### config.mk
export PLATFORM = sky130hd
export DESIGN_NAME = snt_cell
export DESIGN_NICKNAME = d
export VERILOG_FILES = /design/src/rtl/core/snt_pkg.sv /design/src/rtl/core/snt_cell.sv
export SDC_FILE = /design/constraint.sdc
export NUM_CORES = 1
export LEC_CHECK = 0
export ABC_AREA = 1
export BUFFER_PORTS_ARGS = -buffer_cell sky130_fd_sc_hd__buf_2
export CORE_AREA = 2 2 248 250
export CTS_CLUSTER_SIZE = 12
export DETAILED_ROUTE_END_ITERATION = 8
export DIE_AREA = 0 0 250 252
export PLACE_DENSITY_LB_ADDON = 0.12
export SLEW_MARGIN = 0
export SYNTH_ARGS = -nofsm -noshare
export SYNTH_HDL_FRONTEND = slang
export SYNTH_SLANG_ARGS = --single-unit
### constraint.sdc
create_clock -name clk -period 8.1 [get_ports clk]
set_input_delay 0.405 -clock clk [delete_from_list [all_inputs] [get_ports clk]]
set_output_delay 0.405 -clock clk [all_outputs]
set_load 0.05 [all_outputs]
### src/rtl/core/snt_pkg.sv
// ----------------------------------------------------------------------------
// snt_pkg - shared types for the SCTP NAT table
// Entry layout, op codes, status codes and the per-cell control word.
// ----------------------------------------------------------------------------
package snt_pkg;

	// one translation entry (also used as the lookup key)
	typedef struct packed {
		logic [31:0] local_addr;
		logic [31:0] global_addr;
		logic [31:0] natted_addr;
		logic [15:0] local_port;
		logic [15:0] global_port;
		logic [15:0] natted_port;
		logic [31:0] local_vtag;
		logic [31:0] global_vtag;
	} entry_t;

	typedef enum logic [2:0] {
		OP_INSERT     = 3'd0,
		OP_OUTBOUND   = 3'd1,
		OP_INBOUND    = 3'd2,
		OP_SPECIAL    = 3'd3,
		OP_LOCAL_INIT = 3'd4,
		OP_LOCAL      = 3'd5,
		OP_REMOVE     = 3'd6
	} op_t;

	localparam logic [1:0] ST_HIT  = 2'd0;
	localparam logic [1:0] ST_MISS = 2'd1;
	localparam logic [1:0] ST_FULL = 2'd2;

	// per-cell write control from the top level
	typedef struct packed {
		logic load_key;  // write the key (insert at tail)
		logic shift;     // take the neighbor's entry (compaction on remove)
	} cell_ctl_t;

endpackage

### src/rtl/core/snt_cell.sv
// ----------------------------------------------------------------------------
// snt_cell - one table slot
// Holds one entry, compares it with the current key, and on removal takes the
// entry of its upper neighbor so the table stays compact.
// ----------------------------------------------------------------------------
module snt_cell (
	input  logic               clk,
	input  snt_pkg::cell_ctl_t ctl,
	input  snt_pkg::op_t       op,
	input  snt_pkg::entry_t    key,
	input  snt_pkg::entry_t    nxt,
	input  logic               occupied,
	output snt_pkg::entry_t    entry,
	output logic               hit
);

	snt_pkg::entry_t entry_q;
	logic            match;

	always_ff @(posedge clk) begin
		if (ctl.load_key) begin
			entry_q <= key;
		end else if (ctl.shift) begin
			entry_q <= nxt;
		end
	end

	always_comb begin
		case (op)
			snt_pkg::OP_OUTBOUND: begin
				match = entry_q.local_addr == key.local_addr &&
					entry_q.local_port == key.local_port &&
					entry_q.global_addr == key.global_addr &&
					entry_q.global_port == key.global_port &&
					entry_q.global_vtag == key.global_vtag;
			end
			snt_pkg::OP_INBOUND: begin
				match = entry_q.global_addr == key.global_addr &&
					entry_q.global_port == key.global_port &&
					entry_q.natted_addr == key.natted_addr &&
					entry_q.natted_port == key.natted_port &&
					entry_q.local_vtag == key.local_vtag;
			end
			snt_pkg::OP_SPECIAL: begin
				match = entry_q.global_addr == key.global_addr &&
					entry_q.global_port == key.global_port &&
					entry_q.natted_addr == key.natted_addr &&
					entry_q.natted_port == key.natted_port &&
					entry_q.global_vtag == 32'd0;
			end
			snt_pkg::OP_LOCAL_INIT: begin
				match = entry_q.global_addr == key.global_addr &&
					entry_q.global_port == key.global_port &&
					entry_q.local_port == key.local_port;
			end
			snt_pkg::OP_LOCAL: begin
				match = entry_q.global_addr == key.global_addr &&
					entry_q.global_port == key.global_port &&
					entry_q.local_port == key.local_port &&
					entry_q.local_vtag == key.local_vtag;
			end
			snt_pkg::OP_REMOVE: begin
				// forward key or the key with the two ends swapped
				match = (entry_q.global_addr == key.global_addr &&
					entry_q.global_port == key.global_port &&
					entry_q.local_port == key.local_port &&
					entry_q.local_vtag == key.local_vtag) ||
					(entry_q.local_addr == key.global_addr &&
					entry_q.local_port == key.global_port &&
					entry_q.global_port == key.local_port &&
					entry_q.global_vtag == key.local_vtag);
			end
			default: begin
				match = 1'b0;
			end
		endcase
	end

	assign hit   = occupied & match;
	assign entry = entry_q;

endmodule

== Word-level counts from Yosys, hierarchy flattened ==
Cells that the tools add are included.
Word-level totals
  bits in registers: 208
  latch bits: 0
  RAM bits: 0
  memory bits (read-only): 0
  input port bits: 423
  output and inout port bits: 209
  logic and storage cells: 47
  memories kept: 0
Operators by class
  add/sub/neg operators: 0
  multipliers: 0
  div/mod/pow operators: 0
  magnitude comparators: 0
  eq/ne operators: 18
  shift-type cells: 0
  multiplexer cells: 3
  bitwise operators: 1
  reduce and logical (&&, ||, !) cells: 17
Operators by type and width (number)
  208-bit two-way mux: 2
  32-bit equality test: 7
  16-bit equality test: 5
  32-bit logical NOT: 1
  1-bit logical AND: 14
  3-bit equality test, second input constant: 3
  3-bit by 2-bit equality test with 1-bit output, second input constant: 2
  1-bit case mux with 6 select lines: 1
  3-bit by 1-bit equality test with 1-bit output, second input constant: 1
  2-bit nonzero test: 1
  1-bit bitwise AND: 1
  1-bit logical OR: 1

== Longest topological paths before layout ==
Gate-level depths: netlist of run 1.
  word-level depth: 7
  depth in mapped cells: 16
  gate-level depth less buffers: 16

== Worst setup path before layout of run 1 ==
OpenSTA, ideal clock, no wires.
  path type: input to register
  start point: in ctl[1] (netlist bit)
  end point: reg entry_q, in the netlist entry[0] (enable)
  setup time: 482 ps
  arrival time: 3292 ps
  data required time: 7618 ps
  slack: 4326 ps
  stages on the path: 3
  path buffers: 2
  cell sequence: buf_2 buf_2 or2_2
On the way
  longest elaborated chain between the ends: 1
RTL lines
  start, declared: line snt_cell.sv:8  | input snt_pkg::cell_ctl_t ctl,
  2-bit nonzero test (no line)
  end signal, assigned: line snt_cell.sv:22  | entry_q <= key;
  end signal, assigned: line snt_cell.sv:24  | entry_q <= nxt;
  end, declared: line snt_cell.sv:17  | snt_pkg::entry_t entry_q;
No other way between the ends.
A chain may end at the register's enable or synchronous reset.

== Final worst setup path of run 1 ==
  start point: reg entry_q, in the netlist entry[30]
  end point: out hit
On the way
  longest elaborated chain between the ends: 5
  elaborated cells on any way between the ends: 9
  classes of those cells: eq/ne (2); mux (1); bitwise (1); reduce/logical (5)
RTL lines
  32-bit equality test: line snt_cell.sv:71  | entry_q.global_vtag == key.local_vtag);
  1-bit logical AND: line snt_cell.sv:70  | entry_q.global_port == key.local_port &&
  1-bit logical OR: line snt_cell.sv:67  | entry_q.local_vtag == key.local_vtag) ||
  1-bit case mux with 6 select lines *: line snt_cell.sv:29  | case (op)
  1-bit bitwise AND *: line snt_cell.sv:79  | assign hit = occupied & match;
  end, declared: line snt_cell.sv:14  | output logic hit
Mark *: on every way between the ends. The rest lies on a longest branch, timed or not.

==> results of run 1 <==
final cells by class:
| type | count | area [sq um] |
|---|---|---|
| diodes | 13 | 32.53 |
| clock buffers | 34 | 787.0 |
| clock inverters | 23 | 170.2 |
| fillers | 6747 | 41820 |
| inverters | 186 | 705.7 |
| multi-input cells | 1315 | 6178 |
| flip-flops and latches | 208 | 6246 |
| well taps | 782 | 978.4 |
| repair buffers | 636 | 3211 |
layer usage:
layer | part of all wire, % | up-vias | routed length, um
met1 | 41 | 6216 | 25700
met3 | 7.2 | 106 | 4577
met2 | 49 | 422 | 31040
met4 | 2.5 | 36 | 1589
li1 | - | 6774 | -
met5 | 0.37 | - | 236
cell families after synthesis:
logic type	count (synthesis)	synth area share, %
xor+xnor	187	12.31
flops	208	46.95
compound gates	155	5.935
buf+inv	232	6.621
simple gates	973	28.18
worst max-delay path, stage by stage (launching register included):
cell	delay [ps]
edfxtp_1	580
nor2_1	180
nand3_1	140
nor2_1	160
nand4_1	330
nand2_1	230
nand3_1	90
nor2_1	180
nand2_1	70
nand2_1	70
nor2_1	40
nor2_1	290
buf_2	340
per-stage QoR:
step / instance area [sq um] / utilization (%)
final: 18310 / 30.45
after global routing: 18290 / 30.42
after CTS: 18280 / 30.39
after detailed placement: 17320 / 28.80
after global placement: 17320 / 28.80
after floorplan: 13300 / -
power groups by stage:
stage          Combinational (mW)  Clock (mW)  Sequential (mW)
2_1_floorplan               0.340           0             1.86
3_3_place_gp                 1.14           0             1.50
3_5_place_dp                 1.14           0             1.50
4_1_cts                      1.15        1.36             1.48
5_1_grt                      1.22        1.39             1.49
6_report                     1.13        1.32             1.48
synthesized netlist by cell type (3+ instances only):
master / count / share of area, %
nand2_1: 742 / 21
edfxtp_1: 208 / 47
nor2_1: 178 / 5.0
inv_1: 164 / 4.6
o21ai_0: 142 / 5.3
xor2_1: 114 / 7.5
xnor2_1: 73 / 4.8
clkbuf_1: 34 / 0.96
nand3_1: 26 / 0.98
inv_2: 22 / 0.62
nand4_1: 14 / 0.66
buf_2: 8 / 0.30
o22ai_1: 8 / 0.38
or2_2: 7 / 0.33
a21oi_1: 4 / 0.15
buf_1: 4 / 0.11
nor3_1: 3 / 0.11
worst min path at each step:
stage,endpoint
floorplan,entry[0]$_DFFE_PP_
global placement,entry[201]$_DFFE_PP_
detailed placement,entry[167]$_DFFE_PP_
CTS,entry[29]$_DFFE_PP_
global route,entry[140]$_DFFE_PP_
finish,entry[167]$_DFFE_PP_
==> parameters.txt, run 1 <==
Parameter                              Value

Status
  Result of the run    finished clean

Timing
  Worst hold margin    72.32 ps
  Unrepaired setup endpoints after global routing    no
  Relative max-transition margin    35.89%
  Final setup violation count    0
  Final period util    45.88%
  Number of slew-limit violations in the final report    0
  Setup_tns    0 ps
  Post-route worst setup slack    4383 ps
  Least-Margin Pin Slew    961.7 ps
  Min Clock Period, post-route    3717 ps
  Number of hold violations in the final report    0
  Fmax    269.1 MHz

Global route
  Pin count of the biggest net entering global routing    120
  Met3 GRT Util    5.777%
  M1 GR Usage    22.54%
  Layer with the highest usage    met2
  Number of global-route vias before repair    13524
  Met2 Use GR    33.70%
  Total GRT Usage    19.10%
  First-pass GRT wire length    89.33 mm
  Global route overflow    0
  Initial antenna violation count    32

Power
  Internal power    2.412 mW
  Clock share of power    33.6%
  Switching Fraction    38.55%
  Share of power burned in registers    37.6%
  Worst ir drop on vdd    151.6 uV
  Static leakage power    9.177 nW
  Total power consumption of the routed design    3.925 mW
  Net Switching    1.513 mW
  Portion of total power attributed to combinational logic    28.8%
  Power per cell area    214.4 nW/um^2

Finish
  Flip-flop count of the largest register after layout    208
  Final standard cell count with taps included and fillers excluded    3197
  Fraction of final layout cells sized beyond drive strength 1    29.81%
  Leading cell type in the layout, fill and taps excluded    nand2_1
  Most used cells in the layout excluding fill and tap cells    nand2_1 (742), buf_2 (630), edfxtp_1 (208), nor2_1 (178), inv_1 (164)
  Synthesis-to-finish area growth    37.63%
  Final net count    2801

Floorplanning
  Number of rows in the core area    90
  Die ar.    63000 sq um
  Vert. Die Dim    252 um
  Effective utilization at floorplan    22.12%
  Die X-Extent    250 um
  I/O Pins    632
  Core Box Area    60130 sq um

Clocking
  Level count of the clock H-tree    1
  Clock transition at path regs    60 ps
  CTS Hold Bufs    0
  Number of cells upsized or downsized after cts    0
  Num CTS Buffers    31
  Clock tree from TritonCTS    done
  CTS root buf    clkbuf_16
  Clock tree buffer depth    3
  Clock sink count    208
  Count of buffers added by post-CTS timing repair for setup    0

Synthesis
  Number of instances in the synthesized netlist    1755
  Number of warnings reported in the yosys synthesis log    0
  Per-instance average area after synthesis    7.580 sq um
  Async set-reset flop share out of synthesis    0%
  Combined area of all synthesized cells    13300 sq um
  Count of distinct cell types in the synthesized netlist    21
  Post-synth EDFFs    208
  Share of the yosys chip area belonging to registers    46.95%
  Synth Flop Type    edfxtp_1
  #FFs+latches synth    208
  Number of nets produced by synthesis    2178

Placed design
  Total instance count after detailed placement    3127
  Number of port buffers    631
  Final RePlAce weighted congestion    0.8821
  Detailed placement HPWL    50.58 mm
  Pre-CTS WS    4535 ps

Worst setup path
  Req. time, crit path    7700 ps
  Critical Path Start    entry[30]$_DFFE_PP_
  Launching element type of the critical path    register
  Worst Path Class, Setup    reg -> out
  Critical path endpoint    hit
  Highest net fanout along the worst path    4
  Endpoint class of the critical path    primary output
  Arrival time worst endpoint    3310 ps

Run
  Max-capacitance violation count    0

Drt
  Average detailed-routed wire length per instance    19.75 um
  DRC Markers    0
  Drt pass-1 iters    4
  Vias per std cell    4.240
  First-iteration detailed-routing DRC count    659
  Via count    13554
  Post-detailed-routing wire length    63.14 mm
  Number of routed nets with antenna violations    0

Min path
  Path class of the lowest-slack min-delay path    in -> reg
  Worst hold stages    3
  Critical hold path startpoint    nxt[167]
Note: power is estimated with default switching activity, not from simulation.
==> run 2: changes to the inputs <==
Clock period 8.1 ns to 3.9 ns, I/O delays scaled along.
==> parameters.txt, run 2 (same netlist as run 1, synthesis figures left out) <==
Parameter                              Value

Min path
  Worst hold endpoint    entry[79]$_DFFE_PP_
  Path class of the lowest-slack min-delay path    in -> reg
  Critical hold path startpoint    key[79]
  Worst hold stages    3

Global route
  Pin count of the biggest net entering global routing    138
  Number of global-route vias before repair    15810
  Initial antenna violation count    21
  First-pass GRT wire length    96.79 mm
  Global route overflow    0
  Total GRT Usage    20.33%

Status
  Result of the run    finished clean

Clocking
  CTS root buf    clkbuf_16
  CTS Hold Bufs    376
  Clock sink count    208
  Level count of the clock H-tree    1
  Count of buffers added by post-CTS timing repair for setup    0
  Clock transition at path regs    60 ps
  Clock tree buffer depth    3
  Clock tree from TritonCTS    done
  Number of cells upsized or downsized after cts    0
  Num CTS Buffers    29

Worst setup path
  Highest net fanout along the worst path    4
  Endpoint class of the critical path    primary output
  Critical path's slowest cell    edfxtp_1
  Worst Path Class, Setup    reg -> out
  Critical Path, Cell by Cell    xor2_1, nor2_1, nand2_1, nor2_1, nand2_1, nor2_1, nand3_1, a21oi_2, nor2_1, nor2_1, buf_2
  Crit-path leading delay family    simple AND/OR/NAND/NOR gates
  Largest stage delay, worst path    540 ps
  Most frequent CP cell    nor2_1
  Launching element type of the critical path    register
  Arrival time worst endpoint    3220 ps
  CP Buf/Inv Count    1
  Req. time, crit path    3700 ps

Timing
  Final period util    87.66%
  Unrepaired setup endpoints after global routing    no
  Setup_tns    0 ps
  Fmax    292.5 MHz
  Number of hold violations in the final report    0
  Min Clock Period, post-route    3419 ps
  Worst hold margin    20.40 ps
  Post-route worst setup slack    481.3 ps
  Number of slew-limit violations in the final report    0
  Relative max-transition margin    41.89%
  Least-Margin Pin Slew    871.6 ps
  Final setup violation count    0

Power
  Total power consumption of the routed design    8.371 mW
  Static leakage power    10.80 nW
  Power per cell area    379.3 nW/um^2
  Worst ir drop on vdd    315.6 uV

Placed design
  Number of port buffers    631
  Total instance count after detailed placement    3133
  Detailed placement HPWL    51.55 mm
  Pre-CTS WS    964.3 ps
  Placed Area    17410 sq um
  Final RePlAce weighted congestion    0.8835

Drt
  Vias per std cell    4.228
  Post-detailed-routing wire length    66.75 mm
  Number of routed nets with antenna violations    0
  First-iteration detailed-routing DRC count    786
  DRC Markers    0
  Average detailed-routed wire length per instance    18.69 um
  Via count    15099
  Drt pass-1 iters    7

Finish
  Multi-input gate area    6178 sq um
  Final standard cell count with taps included and fillers excluded    3571
  Design area    22070 sq um
  Final net count    3181
  Flip-flop count of the largest register after layout    208
  Leading cell type in the layout, fill and taps excluded    nand2_1
  Share of the core filled with cells    36.70%
  Fraction of final layout cells sized beyond drive strength 1    25.50%
  Area occupied by registers    6246 sq um
  Synthesis-to-finish area growth    65.90%
  Most used cells in the layout excluding fill and tap cells    nand2_1 (742), buf_2 (630), dlygate4sd3_1 (376), edfxtp_1 (208), nor2_1 (178)
  Number of fillers in the final layout    6465

Floorplanning
  I/O Pins    632
  Effective utilization at floorplan    22.12%
  Die ar.    63000 sq um
  Number of rows in the core area    90
  Die X-Extent    250 um
  Core Box Area    60130 sq um
  Vert. Die Dim    252 um

Run
  Max-capacitance violation count    0
run 2: cell count changes in the layout (fill, tap and decap cells not counted), sizes merged:
| cell | previous run | this run |
|---|---|---|
| dlygate4sd3 | 0 | 376 |
| clkinv | 18 | 9 |
| buf | 636 | 642 |
| clkbuf | 34 | 39 |
| clkinvlp | 2 | 0 |
| diode | 13 | 12 |
| inv | 187 | 186 |
run 2: area by class of cell:
class	count	share of cell area [%]
Tap cell	782	4.434
Timing Repair Buffer	1018	32.03
Clock buffer	39	3.458
Sequential cell	208	28.30
Clock inverter	11	0.4422
Multi-Input combinational cell	1315	28.00
Inverter	186	3.198
Antenna cell	12	0.1361
run 2: worst max-delay path by stage:
stage                              startpoint                 end  slack, ps  cells past startpoint
after CTS                 entry[25]$_DFFE_PP_                 hit        320                     12
final                     entry[30]$_DFFE_PP_                 hit        480                     11
after detailed placement  entry[30]$_DFFE_PP_                 hit        960                     11
after floorplan                        ctl[1]  entry[0]$_DFFE_PP_        340                      3
after global routing      entry[30]$_DFFE_PP_                 hit        210                     12
after global placement    entry[30]$_DFFE_PP_                 hit        890                     12
run 2: routing by layer:
metal / wire (um) / GRT usage [%] / vias to the layer above
met5: 145 / 0 / -
met4: 1682 / 5.560 / 22
met3: 4335 / 4.508 / 109
met2: 33370 / 37.27 / 522
met1: 27220 / 23.77 / 6918
li1: - / - / 7528
run 2: where the power goes:
group | internal (mW) | total (mW) | leakage [nW] | switching, mW
clock network | 1.48 | 2.57 | 0.419 | 1.09
registers | 2.77 | 3.05 | 2.14 | 0.280
logic | 0.976 | 2.76 | 8.24 | 1.78
